## src/design/lpb_pkg.sv

```systemverilog
// Shared types and constants for the LRU page buffer.
package lpb_pkg;

    // Default sizes of the buffer.
    localparam int DEF_MAX_PAGES    = 16;
    localparam int DEF_PAGE_ID_BITS = 32;

    // Fixed widths of the port fields.
    localparam int ID_PORT_BITS = 32;
    localparam int CAP_BITS     = 5;
    localparam int OUT_BITS     = 8;

    // Capacity after reset.
    localparam logic [CAP_BITS-1:0] CAP_RESET = 5'd16;

    // Request kinds carried in tuser.
    localparam logic CMD_ACCESS = 1'b0;
    localparam logic CMD_CLEAR  = 1'b1;

    // Sequencer states.
    typedef enum logic [1:0] {
        ST_IDLE,
        ST_LOOKUP,
        ST_UPDATE
    } lpb_state_t;

    // Control handed from the sequencer to the cell chain.
    typedef struct packed {
        logic compare;
        logic update;
        logic clear;
    } lpb_ctrl_t;

endpackage

```

## src/design/lpb_cell.sv

```systemverilog
// One cell of the page chain: holds one resident page and its match flag.
module lpb_cell
    import lpb_pkg::*;
#(
    parameter int KEY_W = DEF_PAGE_ID_BITS
) (
    input  logic             aclk,
    input  lpb_ctrl_t        ctrl,
    input  logic             cell_valid,
    input  logic [KEY_W-1:0] search_key,
    input  logic [KEY_W-1:0] key_in,
    input  logic             found_in,
    input  logic             hit,
    input  logic             shift_miss,
    output logic [KEY_W-1:0] key_out,
    output logic             found_out
);

    logic [KEY_W-1:0] key_reg;
    logic [KEY_W-1:0] key_next;
    logic             match_reg;
    logic             match_next;
    logic             shift_en;

    // A hit shifts every cell from the newest end down to the matching one.
    assign found_out = found_in | match_reg;
    assign shift_en  = ctrl.update & ~ctrl.clear & (hit ? found_out : shift_miss);

    always_comb begin
        match_next = match_reg;
        if (ctrl.compare) begin
            match_next = cell_valid && (key_reg == search_key);
        end
        key_next = shift_en ? key_in : key_reg;
    end

    // Stored page and its match flag; cells beyond the count are never valid.
    always_ff @(posedge aclk) begin
        match_reg <= match_next;
        key_reg   <= key_next;
    end

    assign key_out = key_reg;

endmodule

```

## src/design/lpb_chain.sv

```systemverilog
// Row of page cells, newest page in cell zero, with the resident count.
module lpb_chain
    import lpb_pkg::*;
#(
    parameter int MAX_PAGES = DEF_MAX_PAGES,
    parameter int KEY_W     = DEF_PAGE_ID_BITS,
    parameter int CNT_W     = $clog2(MAX_PAGES + 1)
) (
    input  logic             aclk,
    input  logic             aresetn,
    input  lpb_ctrl_t        ctrl,
    input  logic [KEY_W-1:0] search_key,
    input  logic [CNT_W-1:0] cap_eff,
    output logic             hit,
    output logic             empty
);

    logic [CNT_W-1:0] count_reg;
    logic [CNT_W-1:0] count_next;
    logic [MAX_PAGES:0] found_chain;
    logic [KEY_W-1:0]   key_chain [MAX_PAGES+1];

    assign found_chain[MAX_PAGES] = 1'b0;
    assign key_chain[0]           = search_key;
    assign hit                    = found_chain[0];
    assign empty                  = (count_reg == '0);

    // Cells; on a miss the first min(count+1, capacity) cells shift.
    for (genvar i = 0; i < MAX_PAGES; i++) begin : g_cell
        logic cell_valid;
        logic shift_miss;

        assign cell_valid = (CNT_W'(i) < count_reg);
        assign shift_miss = (CNT_W'(i) <= count_reg) && (CNT_W'(i) < cap_eff);

        lpb_cell #(
            .KEY_W(KEY_W)
        ) u_cell (
            .aclk       (aclk),
            .ctrl       (ctrl),
            .cell_valid (cell_valid),
            .search_key (search_key),
            .key_in     (key_chain[i]),
            .found_in   (found_chain[i+1]),
            .hit        (hit),
            .shift_miss (shift_miss),
            .key_out    (key_chain[i+1]),
            .found_out  (found_chain[i])
        );
    end

    // Resident count: cleared by a clear request, grows on a miss with room.
    always_comb begin
        count_next = count_reg;
        if (ctrl.update) begin
            if (ctrl.clear) begin
                count_next = '0;
            end else if (!hit && (count_reg < cap_eff)) begin
                count_next = count_reg + CNT_W'(1);
            end
        end
    end

    always_ff @(posedge aclk) begin
        if (!aresetn) begin
            count_reg <= '0;
        end else begin
            count_reg <= count_next;
        end
    end

endmodule

```

## src/design/lru_page_buffer_fault_check.sv

```systemverilog
// Top level of the LRU page buffer with fault check.
//
// Requests arrive on the s_axis channel: tuser selects an access (0) or a
// clear of the whole buffer (1), tdata carries the page identifier. Each
// request produces exactly one result on m_axis, whose tdata bit 0 is the
// page fault flag (1 = page was not resident, 0 = hit or clear).
// The buffer is a row of cells, newest page first. A request is taken in the
// idle state, the cells compare in the lookup state, and the chain shifts and
// the result register loads in the update state. The block takes no new
// request until that pass is through: s_axis_tready is high only between passes.
// If the receiver stalls, the result waits in the output register and the
// following request waits in the update step until that register is free.
// page_capacity is written through cfg_wr_en/cfg_wr_data; a write is ignored
// while pages are resident. Synchronous reset empties the buffer, drops any
// pending result and sets the capacity to 16.
module lru_page_buffer_fault_check
    import lpb_pkg::*;
#(
    parameter int MAX_PAGES    = DEF_MAX_PAGES,
    parameter int PAGE_ID_BITS = DEF_PAGE_ID_BITS
) (
    input  logic                    aclk,
    input  logic                    aresetn,
    input  logic                    s_axis_tvalid,
    output logic                    s_axis_tready,
    input  logic [ID_PORT_BITS-1:0] s_axis_tdata,  // [31:0] page_id
    input  logic                    s_axis_tuser,  // [0] command
    output logic                    m_axis_tvalid,
    input  logic                    m_axis_tready,
    output logic [OUT_BITS-1:0]     m_axis_tdata,  // [0] page_fault, rest zero
    input  logic                    cfg_wr_en,
    input  logic [CAP_BITS-1:0]     cfg_wr_data
);

    localparam int KEY_W = (PAGE_ID_BITS < ID_PORT_BITS) ? PAGE_ID_BITS : ID_PORT_BITS;
    localparam int CNT_W = $clog2(MAX_PAGES + 1);
    localparam int CMP_W = (CNT_W > CAP_BITS) ? CNT_W : CAP_BITS;

    lpb_state_t          state_reg;
    lpb_state_t          state_next;
    logic                cmd_reg;
    logic                cmd_next;
    logic [KEY_W-1:0]    key_reg;
    logic [KEY_W-1:0]    key_next;
    logic [CAP_BITS-1:0] cap_reg;
    logic [CAP_BITS-1:0] cap_next;
    logic                m_valid_reg;
    logic                m_valid_next;
    logic                m_fault_reg;
    logic                m_fault_next;
    logic [CNT_W-1:0]    cap_eff;
    logic                out_free;
    logic                load_out;
    logic                hit;
    logic                empty;
    lpb_ctrl_t           ctrl;

    // Capacity saturates at the number of cells.
    assign cap_eff = (CMP_W'(cap_reg) > CMP_W'(MAX_PAGES)) ? CNT_W'(MAX_PAGES)
                                                           : CNT_W'(cap_reg);

    assign out_free = !m_valid_reg || m_axis_tready;

    // Next state.
    always_comb begin
        state_next = state_reg;
        case (state_reg)
            ST_IDLE: begin
                if (s_axis_tvalid) begin
                    state_next = ST_LOOKUP;
                end
            end
            ST_LOOKUP: begin
                state_next = ST_UPDATE;
            end
            ST_UPDATE: begin
                if (out_free) begin
                    state_next = ST_IDLE;
                end
            end
            default: begin
                state_next = ST_IDLE;
            end
        endcase
    end

    // State outputs.
    always_comb begin
        s_axis_tready = 1'b0;
        ctrl          = '0;
        load_out      = 1'b0;
        case (state_reg)
            ST_IDLE: begin
                s_axis_tready = 1'b1;
            end
            ST_LOOKUP: begin
                ctrl.compare = 1'b1;
            end
            ST_UPDATE: begin
                load_out    = out_free;
                ctrl.update = out_free;
                ctrl.clear  = (cmd_reg == CMD_CLEAR);
            end
            default: begin
                s_axis_tready = 1'b0;
            end
        endcase
    end

    // Request capture, configuration and result register.
    always_comb begin
        cmd_next     = cmd_reg;
        key_next     = key_reg;
        cap_next     = cap_reg;
        m_valid_next = m_valid_reg;
        m_fault_next = m_fault_reg;
        if (s_axis_tvalid && s_axis_tready) begin
            cmd_next = s_axis_tuser;
            key_next = s_axis_tdata[KEY_W-1:0];
        end
        if (cfg_wr_en && empty) begin
            cap_next = cfg_wr_data;
        end
        if (m_valid_reg && m_axis_tready) begin
            m_valid_next = 1'b0;
        end
        if (load_out) begin
            m_valid_next = 1'b1;
            m_fault_next = (cmd_reg == CMD_CLEAR) ? 1'b0 : !hit;
        end
    end

    always_ff @(posedge aclk) begin
        if (!aresetn) begin
            state_reg   <= ST_IDLE;
            cap_reg     <= CAP_RESET;
            m_valid_reg <= 1'b0;
        end else begin
            state_reg   <= state_next;
            cap_reg     <= cap_next;
            m_valid_reg <= m_valid_next;
        end
    end

    always_ff @(posedge aclk) begin
        cmd_reg     <= cmd_next;
        key_reg     <= key_next;
        m_fault_reg <= m_fault_next;
    end

    // Cell chain.
    lpb_chain #(
        .MAX_PAGES(MAX_PAGES),
        .KEY_W    (KEY_W),
        .CNT_W    (CNT_W)
    ) u_chain (
        .aclk       (aclk),
        .aresetn    (aresetn),
        .ctrl       (ctrl),
        .search_key (key_reg),
        .cap_eff    (cap_eff),
        .hit        (hit),
        .empty      (empty)
    );

    assign m_axis_tvalid = m_valid_reg;
    assign m_axis_tdata  = {{(OUT_BITS-1){1'b0}}, m_fault_reg};

endmodule

```

## config.mk

```make
export PLATFORM = sky130hd
export DESIGN_NAME = lru_page_buffer_fault_check
export DESIGN_NICKNAME = d
export VERILOG_FILES = /design/src/design/lpb_pkg.sv /design/src/design/lpb_cell.sv /design/src/design/lpb_chain.sv /design/src/design/lru_page_buffer_fault_check.sv
export SDC_FILE = /design/constraint.sdc
export NUM_CORES = 1
export LEC_CHECK = 0
export ABC_AREA = 1
export BUFFER_PORTS_ARGS = -buffer_cell sky130_fd_sc_hd__buf_2
export CAP_MARGIN = 40
export CORE_MARGIN = 2
export CORE_UTILIZATION = 42
export CTS_CLUSTER_DIAMETER = 200
export DETAILED_ROUTE_END_ITERATION = 12
export GPL_TIMING_DRIVEN = 0
export PLACE_DENSITY = 0.55
export RECOVER_POWER = 50
export REMOVE_ABC_BUFFERS = 1
export SLEW_MARGIN = 20
export SYNTH_ARGS = -nofsm -noshare
export SYNTH_HDL_FRONTEND = slang
export SYNTH_SLANG_ARGS = --single-unit
```

## constraint.sdc

```tcl
create_clock -name aclk -period 10.5 [get_ports aclk]
set_input_delay 1.05 -clock aclk [delete_from_list [all_inputs] [get_ports aclk]]
set_output_delay 1.05 -clock aclk [all_outputs]
set_load 0.03 [all_outputs]
```

# Yosys cells after proc, flatten, opt, wreduce, memory -nomap -nowiden
# Cells that the tools add are included.
# word_totals
ff_bits	575
latch_bits	0
ramBits	0
rom_bits	0
in_bits	43
out_inout_bits	10
n_memories	0
# op_classes
n_addsub	1
multipliers	0
div_mod_pow	0
n_lt_le_gt_ge	50
n_eq_ne	20
n_shift	0
mux	28
n_bitwise	33
n_reduce_logical	45
# op_table
cell	count
$eq 32x32->1	16
$lt 4x5->1 const A	16
$le 4x5->1 const A	8
$lt 3x5->1 const A	8
$logic_and 1x1->1	36
$mux 1	21
$le 3x5->1 const A	4
$lt 1x5->1 const A	4
$lt 2x5->1 const A	4
$and 1x1->1	17
$mux 5	3
$or 1x1->1	15
$le 1x5->1 const A	2
$le 2x5->1 const A	2
$mux 2	3
$pmux 2 s3	1
$add 5x1->5 const B	1
$gt 5x5->1 const B	1
$logic_not 5->1	1
$lt 5x5->1	1
$ne 2x2->1 const B	2
$reduce_and 2->1	2
$reduce_bool 2->1	2
$eq 2x1->1 const B	1
other kinds (5)	6

# Depth between registers and ports, before layout
# Gate-level depths: netlist of run 1.
# depth
word_depth	19
depth_mapped	13
ltp_nobuf	13

# Cells and area by module
# Synthesis of run 1 repeated with hierarchy kept, for this count alone.
# unflattened
hier_cells	3104
area_unflattened_um2	28174.5
# modules_own_cells
module	n_inst	cells_each	area_per_inst_um2	seq_area_each_um2
lpb_cell	16	178	1614.0	991.0
lru_page_buffer_fault_check	1	99	1470.2	1181.1
lpb_chain	1	157	879.6	100.1

# Worst setup path after synthesis of run 1
# OpenSTA, ideal clock, no wires.
# synth_path
kind	input-to-reg
startpoint	input s_axis_tvalid
endpoint	register cmd_reg (enable)
setup_ns	0.464
arrival_time_ns	3.353
required_ns	10.036
slack_ns	6.682
cell_stages	2
n_path_buf	0
cell_sequence	inv_1 -> nor3_1
# synth_between
elab_chain_cells	1
# synth_rtl
item	line_no	text
start, declared	lru_page_buffer_fault_check.sv:24	input logic s_axis_tvalid,
$logic_and 1x1->1	lru_page_buffer_fault_check.sv:117	if (s_axis_tvalid && s_axis_tready) begin
end signal, assigned	lru_page_buffer_fault_check.sv:146	cmd_reg <= cmd_next;
end, declared	lru_page_buffer_fault_check.sv:41	logic cmd_reg;
# No other way between the ends.
# A chain may end at the register's enable or synchronous reset.

# Worst setup path in the final report of run 1
# layout_path
startpoint	register key_reg[28]
endpoint	register u_chain.g_cell[9].u_cell.match_reg, data pin
# layout_between
elab_chain_cells	2
# layout_rtl
item	line_no	text
start, declared	lru_page_buffer_fault_check.sv:43	logic [KEY_W-1:0] key_reg;
start signal, assigned	lru_page_buffer_fault_check.sv:147	key_reg <= key_next;
$eq 32x32->1	lpb_cell.sv:32	match_next = cell_valid && (key_reg == search_key);
$logic_and 1x1->1	lpb_cell.sv:32	
end signal, assigned	lpb_cell.sv:39	match_reg <= match_next;
end, declared	lpb_cell.sv:21	logic match_reg;
# No other way between the ends.

==> results of run 1 <==
-- cells in the mapped netlist, drive strengths merged --
cell type,n
nor4b,2
o21ai,82
o21a,2
o211ai,2
and2,2
clkinv,10
or2,81
o2111a,2
a211oi,4
clkbuf,29
a221o,1
or3,1
nor2,74
edfxtp,562
o22ai,48
ha,7
xnor2,181
a22oi,2
a21oi,32
nor3,9
nand4,44
a22o,26
a221oi,45
xor2,74
dfxtp,13
nand3b,1
nor4,47
nand3,38
inv,81
buf,44
or4,6
nand2,258
and3,4
o2111ai,3
or3b,2
a311oi,2
o221ai,3
conb,1
a31oi,4
a2111oi,6
-- routing by layer --
| metal | track usage (%) | part of all wire (%) | vias to the layer above |
|---|---|---|---|
| met3 | 3.33 | 6.6 | 174 |
| met2 | 44.3 | 48 | 736 |
| met1 | 34.2 | 40 | 7910 |
| li1 | - | - | 6934 |
| met5 | 0 | 0.017 | - |
| met4 | 11.4 | 4.8 | 2 |
-- power groups by stage --
stage / registers (W) / logic (W) / clock network [W]
2_1_floorplan: 0.00264 / 0.000161 / 0
3_3_place_gp: 0.00271 / 0.000239 / 0
3_5_place_dp: 0.00266 / 0.000329 / 0
4_1_cts: 0.00261 / 0.000331 / 0.00209
5_1_grt: 0.00261 / 0.000347 / 0.00218
6_report: 0.00261 / 0.000325 / 0.00206
-- cell type report --
| cell class | instances | area (um2) |
|---|---|---|
| inverters | 91 | 342 |
| flip-flops and latches | 575 | 17100 |
| multi-input cells | 1102 | 6960 |
| well taps | 765 | 957 |
| fillers | 5011 | 29500 |
| clock buffers | 75 | 1580 |
| repair buffers | 106 | 1060 |
| clock inverters | 38 | 307 |
-- cell families after synthesis --
| logic type | synth area share (%) |
|---|---|
| DFF | 69.6 |
| and+or+nand+nor | 11.1 |
| AOI/OAI and AO/OA | 7.10 |
| xor gates and xnor gates | 9.07 |
| buffers and inverters | 2.76 |
| adders and majority gates | 0.356 |
| other | 0.0152 |
-- metrics by stage --
stage	setup slack (ps)	instance area (um2)	total power [W]	hold WS, ps	utilization [%]
final	5990	28300	0.00499	456	49.0
after detailed placement	6870	26600	0.00299	452	46.0
after floorplan	6150	24300	0.00280	426	-
after global routing	6050	28300	0.00513	475	49.0
after CTS	6870	28500	0.00503	460	49.3
after global placement	4660	25500	0.00295	447	44.1
-- cell usage in the layout, fill, tap and decap left out, drive strengths merged, types with 7 or more instances in the layout --
| cell type | netlist | routed |
|---|---|---|
| nand2 | 258 | 258 |
| or2 | 81 | 81 |
| xnor2 | 181 | 181 |
| clkbuf | 29 | 94 |
| inv | 81 | 82 |
| clkinv | 10 | 42 |
| o22ai | 48 | 48 |
| nand3 | 38 | 38 |
| a221oi | 45 | 45 |
| conb | 1 | 7 |
| nand4 | 44 | 44 |
| ha | 7 | 7 |
| nor3 | 9 | 9 |
| nor2 | 74 | 74 |
| edfxtp | 562 | 562 |
| o21ai | 82 | 82 |
| dfxtp | 13 | 13 |
| buf | 44 | 87 |
| a22o | 26 | 26 |
| xor2 | 74 | 74 |
| a21oi | 32 | 32 |
| nor4 | 47 | 47 |
-- worst reg2reg max path: cells and delay by family (launching register included) --
family | cells | cell delay [ps]
buf+inv | 2 | 1780
compound gates | 1 | 390
flops | 1 | 790
simple gates | 2 | 1200
-- worst max path at each step --
stage,startpoint,to
2_1_floorplan,m_axis_tready,u_chain.g_cell[12].u_cell.key_out[0]$_DFFE_PP_
3_3_place_gp,m_axis_tready,u_chain.g_cell[4].u_cell.key_out[21]$_DFFE_PP_
3_5_place_dp,m_axis_tready,u_chain.g_cell[0].u_cell.key_out[21]$_DFFE_PP_
4_1_cts,key_reg[4]$_DFFE_PP_,u_chain.g_cell[9].u_cell.match_reg$_DFFE_PN_
5_1_grt,key_reg[28]$_DFFE_PP_,u_chain.g_cell[9].u_cell.match_reg$_DFFE_PN_
6_report,key_reg[28]$_DFFE_PP_,u_chain.g_cell[9].u_cell.match_reg$_DFFE_PN_
==> run metrics, run 1 <==
CP Capture Type flop; hold_sp u_chain.g_cell[14].u_cell.key_out[12]$_DFFE_PP_; Layout area overhead 15.1%; # IOs 53; CP Launch Type flop; Max Fclk 222 MHz; ant diodes 0; setup TNS 0 ps; Area contributors post-synth edfxtp_1 (69%), xnor2_1 (6.4%), nand2_1 (3.9%), xor2_1 (2.6%), or2_2 (2.1%); Total GRT Usage 26.3%; Synth top area share 68.5%; combinational share of power 6.5%; Worst Clk Skew 29.2 ps; switching pwr 0.00119 W; nets@finish 1,987; CP cell instances clkbuf_1 > clkinv_1 > a22o_1 > or4_1 > nor4_1; PortBufs 45; RSZ-0062 raised after global routing false; die area 0.0606 mm2; Leak 9.28 nW; grt total ovfl 0; post-CTS sizing 0; Die Span X 246 um; # placed instances 2,636; Worst R2R End u_chain.g_cell[9].u_cell.match_reg$_DFFE_PN_; power share of the clock group 41.2%; R2R Setup Slk 5990 ps; Post-CTS Setup Bufs 0; Final Hold Fails 0; first-pass iteration count of the detailed router 5; initial core utilization 42.6%; Worst path slowest cell clkinv_1; Ys Warns 0; PwrDens 176 mW/mm2; Clock Tree Buf Depth 3; Min-Delay Endpoint u_chain.g_cell[15].u_cell.key_out[12]$_DFFE_PP_; TritonCTS buffer count 61; Die Ht 246 um; critical path class reg -> reg; Net Sw Frac 23.8%; max reg flops 512; VDD IR max 0.000140 V; Rel. slew slack 22.9%; sequential share of power 52.3%; worst r2r src key_reg[28]$_DFFE_PP_; status complete, no violations; gpl congestion 0.955; cts hold-fix bufs 0; layout cell share with drive strength beyond 1 14.0%; drt wl/cell 28.6 um; CP Buf/Inv Count 2; vias in the first global route 15,400; clock sinks 575; Pins Over Slew Limit 0; cells after synthesis 1,835; min-delay worst type reg -> reg; area leader, netlist edfxtp_1; Vias 15,800; period utilization 42.9%; Yosys cell types 50; Detail Placement HPWL 59.3 mm; post-route ant nets 0; maximum fanout along the worst path 10; htree depth 2; 1st-iter DRT viols 1,660; Worst-path clk slew 60 ps; # DRC 0; number of cells on the worst reg-to-reg path 5; sequential-to-total area share from yosys stat 69.6%; vias per cell 5.73; max-cap violations 0; flop and latch count out of synthesis 575; Worst EP arrival 4820 ps; Pint 0.00380 W; Final Setup Violations 0; CORE AREA 0.0578 mm2; Worst Max-Slew Pin Slew 1160 ps; Data required, critical path 10,810 ps; max incr delay on CP 900 ps; Post-Layout Cell Count 2,752; cell family with most CP delay buffers and inverters; syn_area_per_cell 13.4 um2; Final min period 4510 ps; CTS tree done; Post-Syn Area 0.0246 mm2; critical path depth 5; first-pass GRT wire length 112 mm; hold path cells 0; initial antenna violation count 1; # rows 88; largest net degree at the start of global routing 33; Worst-Skew Late Latency 660 ps; root buf cell clkbuf_16; WL final 78.7 mm
Note: power is estimated with default switching activity, not from simulation.
==> run 2: changes to the inputs <==
--- a/config.mk
+++ b/config.mk
@@ -5,7 +5,7 @@
 export SDC_FILE = /design/constraint.sdc
 export NUM_CORES = 1
 export LEC_CHECK = 0
-export ABC_AREA = 1
+export ABC_AREA = 0
 export BUFFER_PORTS_ARGS = -buffer_cell sky130_fd_sc_hd__buf_2
 export CAP_MARGIN = 40
 export CORE_MARGIN = 2
@@ -13,7 +13,7 @@
 export CTS_CLUSTER_DIAMETER = 200
 export DETAILED_ROUTE_END_ITERATION = 12
 export GPL_TIMING_DRIVEN = 0
-export PLACE_DENSITY = 0.55
+export PLACE_DENSITY = 0.57
 export RECOVER_POWER = 50
 export REMOVE_ABC_BUFFERS = 1
 export SLEW_MARGIN = 20
==> constraint.sdc (replaced) <==
create_clock -name aclk -period 3.9 [get_ports aclk]
set_input_delay 0.39 -clock aclk [delete_from_list [all_inputs] [get_ports aclk]]
set_output_delay 0.39 -clock aclk [all_outputs]
set_load 0.03 [all_outputs]
==> run metrics, run 2 <==
Pins Over Slew Limit 0 (unchanged); # rows 87 (-1.1%); max-cap violations 0 (unchanged); PwrDens 478 mW/mm2 (+170%); max incr delay on CP 810 ps (-90 ps); Vias 12,700 (-20%); Leak 9.13 nW (-1.7%); cts hold-fix bufs 35 (+35); vias per cell 5.17 (-9.7%); Worst EP arrival 3770 ps (-1050 ps); Commonest cells post-synth edfxtp_1 (562), xor2_1 (334), xnor2_1 (178); Async S/R FF share, synth 0% (unchanged); DR WL met3 1.82 mm (-65%); combinational share of power 5.4% (-1.1 points); met2 wire len 31.9 mm (-16%); period utilization 89.2% (+46 points); grt total ovfl 0 (unchanged); Max Fclk 287 MHz (+30%); first-pass GRT wire length 85.8 mm (-23%); min-delay worst type in -> reg; Worst path slowest cell nor4_1; crit-path most repeated cell nor4_1; Worst-Skew Late Latency 640 ps (-20 ps); gpl congestion 0.854 (-11%); vias in the first global route 13,200 (-14%); Post-Syn Area 0.0242 mm2 (-1.7%); Rel. slew slack 23.8% (+0.84 points); root buf cell clkbuf_16; Clock Tree Buf Depth 3 (unchanged); clock sinks 575 (unchanged); PortBufs 45 (unchanged); post-CTS sizing 0 (unchanged); ant diodes 0 (unchanged); EDFF count, synth 562 (unchanged); max reg flops 512 (unchanged); commonest non-fill, non-tap cell in the layout edfxtp_1; # IOs 53 (unchanged); Die Span X 244 um (-0.86%); first-pass iteration count of the detailed router 5 (unchanged); Pint 0.0106 W (+180%); cells after synthesis 1,521 (-17%); Post-Layout Cell Count 2,449 (-11%); count leader, synth edfxtp_1; initial core utilization 42.7% (+0.066 points); Final min period 3480 ps (-1030 ps); # DRC 0 (unchanged); maximum fanout along the worst path 10 (unchanged); max layer used met4; sequential-to-total area share from yosys stat 70.8% (+1.2 points); Die Ht 244 um (-0.86%); Data required, critical path 4200 ps (-6610 ps); 1st-iter DRT viols 693 (-58%); switching pwr 0.00291 W (+150%); nets@finish 1,693 (-15%); critical path class reg -> reg; Total GRT Usage 19.9% (-6.4 points); Post-Route M1 WL 22.4 mm (-29%); WL final 59.0 mm (-25%); Synth top area share 69.8% (+1.2 points); CORE AREA 0.0567 mm2 (-1.9%); Worst Clk Skew 22.6 ps (-6.63 ps); area leader, netlist edfxtp_1; sequential share of power 51.6% (-0.7 points); status complete, no violations; initial antenna violation count 1 (unchanged); Post-CTS Setup Bufs 0 (unchanged); final worst slack 422 ps (-5570 ps); CP Buf/Inv Count 1 (-1); Area contributors post-synth edfxtp_1 (70%), xor2_1 (12%), xnor2_1 (6.4%), nor4_1 (2.6%), nand4_1 (1.5%); flop and latch count out of synthesis 575 (unchanged); TritonCTS buffer count 60 (-1.6%); commonest cells after routing, fill and taps aside edfxtp_1 (562), xor2_1 (334), xnor2_1 (178); Ys Warns 0 (unchanged); post-route ant nets 0 (unchanged); die area 0.0595 mm2 (-1.7%); Fillers 4,723 (-5.7%); layout cell share with drive strength beyond 1 11.0% (-3.0 points); Worst-path clk slew 60 ps (about the same); Yosys cell types 57 (+14%); Layout area overhead 16.5%; CTS tree done; VDD IR max 0.000319 V (+130%); Final Hold Fails 0 (unchanged); Detail Placement HPWL 45.3 mm (-24%); # placed instances 2,301 (-13%); RSZ-0062 raised after global routing false; syn_area_per_cell 15.9 um2 (+19%); prevailing post-synth register cell edfxtp_1; Worst Max-Slew Pin Slew 1140 ps (-12.7 ps); CP cell instances clkbuf_1 > xor2_1 > nor4_1 > nand4_1 > nor4_1; largest net degree at the start of global routing 33 (unchanged); drt wl/cell 24.1 um (-16%); cell family with most CP delay simple AND/OR/NAND/NOR gates; CP Launch Type flop; power share of the clock group 43.0% (+1.8 points); Net Sw Frac 21.6% (-2.2 points); htree depth 2 (unchanged); Final Setup Violations 0 (unchanged); pre-CTS WS 505 ps (-6360 ps); CP Capture Type flop
## run 2: cell count changes in the layout (fill, tap and decap cells not counted), moves of 46 or more
cell / delta
xor2_1: +260
or2_2: -79
o21ai_0: -71
o22ai_1: -46
nor2_1: -55
nor4_1: +52
inv_1: -65
nand2_1: -238
## run 2: stage by stage
stage	util [%]	area (um2)	hold slack [ps]	setup TNS [ps]	total power (W)
2_1_floorplan	-	23800	447	0	0.00747
3_3_place_gp	44.0	25000	453	-173550	0.00774
3_5_place_dp	46.2	26200	455	0	0.00786
4_1_cts	50.3	28500	2.30	0	0.0137
5_1_grt	49.7	28200	36.8	0	0.0139
6_report	49.7	28200	36.8	0	0.0135
## run 2: power groups by stage
stage,combinational [W],sequential (W),clock (W)
finish,0.000728,0.00696,0.00580
global route,0.000786,0.00697,0.00612
CTS,0.000784,0.00697,0.00591
detailed placement,0.000752,0.00710,0
global placement,0.000476,0.00727,0
floorplan,0.000346,0.00712,0
## run 2: metal layers
metal	vias up	GRT usage (%)
met4	0	9.29
li1	5847	-
met3	120	2.61
met2	273	37.6
met1	6426	22.1
met5	-	0
## run 2: kinds of logic after synthesis
kind of cell / count (synthesis) / share of synthesized area (%)
other: 1 / 0.0155
xor gates and xnor gates: 512 / 18.5
AOI/OAI and AO/OA: 69 / 1.89
and+or+nand+nor: 259 / 6.39
buffers and inverters: 94 / 1.80
muxes: 4 / 0.166
DFF: 575 / 70.8
adders and majority gates: 7 / 0.362
## run 2: worst paths after layout
path / from / endpoint / slack [ps] / cells past startpoint
setup / recovery: key_reg[0]$_DFFE_PP_ / u_chain.g_cell[3].u_cell.match_reg$_DFFE_PN_ / 420 / 5
hold / removal: cfg_wr_data[2] / cap_reg[2]$_SDFFE_PN0P_ / 40 / 3
hold reg to reg: u_chain.g_cell[4].u_cell.key_out[8]$_DFFE_PP_ / u_chain.g_cell[5].u_cell.key_out[8]$_DFFE_PP_ / 460 / 0
setup reg to reg: key_reg[0]$_DFFE_PP_ / u_chain.g_cell[3].u_cell.match_reg$_DFFE_PN_ / 420 / 5
## run 2: area by class of cell
type	instances	area, um2	area share [%]
Tap cell	756	946	3.35
Clock buffer	76	1580	5.61
Inverter	8	30.0	0.107
Timing Repair Buffer	140	1310	4.65
Clock inverter	36	399	1.42
Sequential cell	575	17100	60.8
Multi-Input combinational cell	858	6790	24.1
## run 2: worst register-to-register path: stages (launching register included)
cell and delay (ps):
edfxtp_1 740, clkbuf_1 800, xor2_1 180, nor4_1 390, nand4_1 230, nor4_1 810
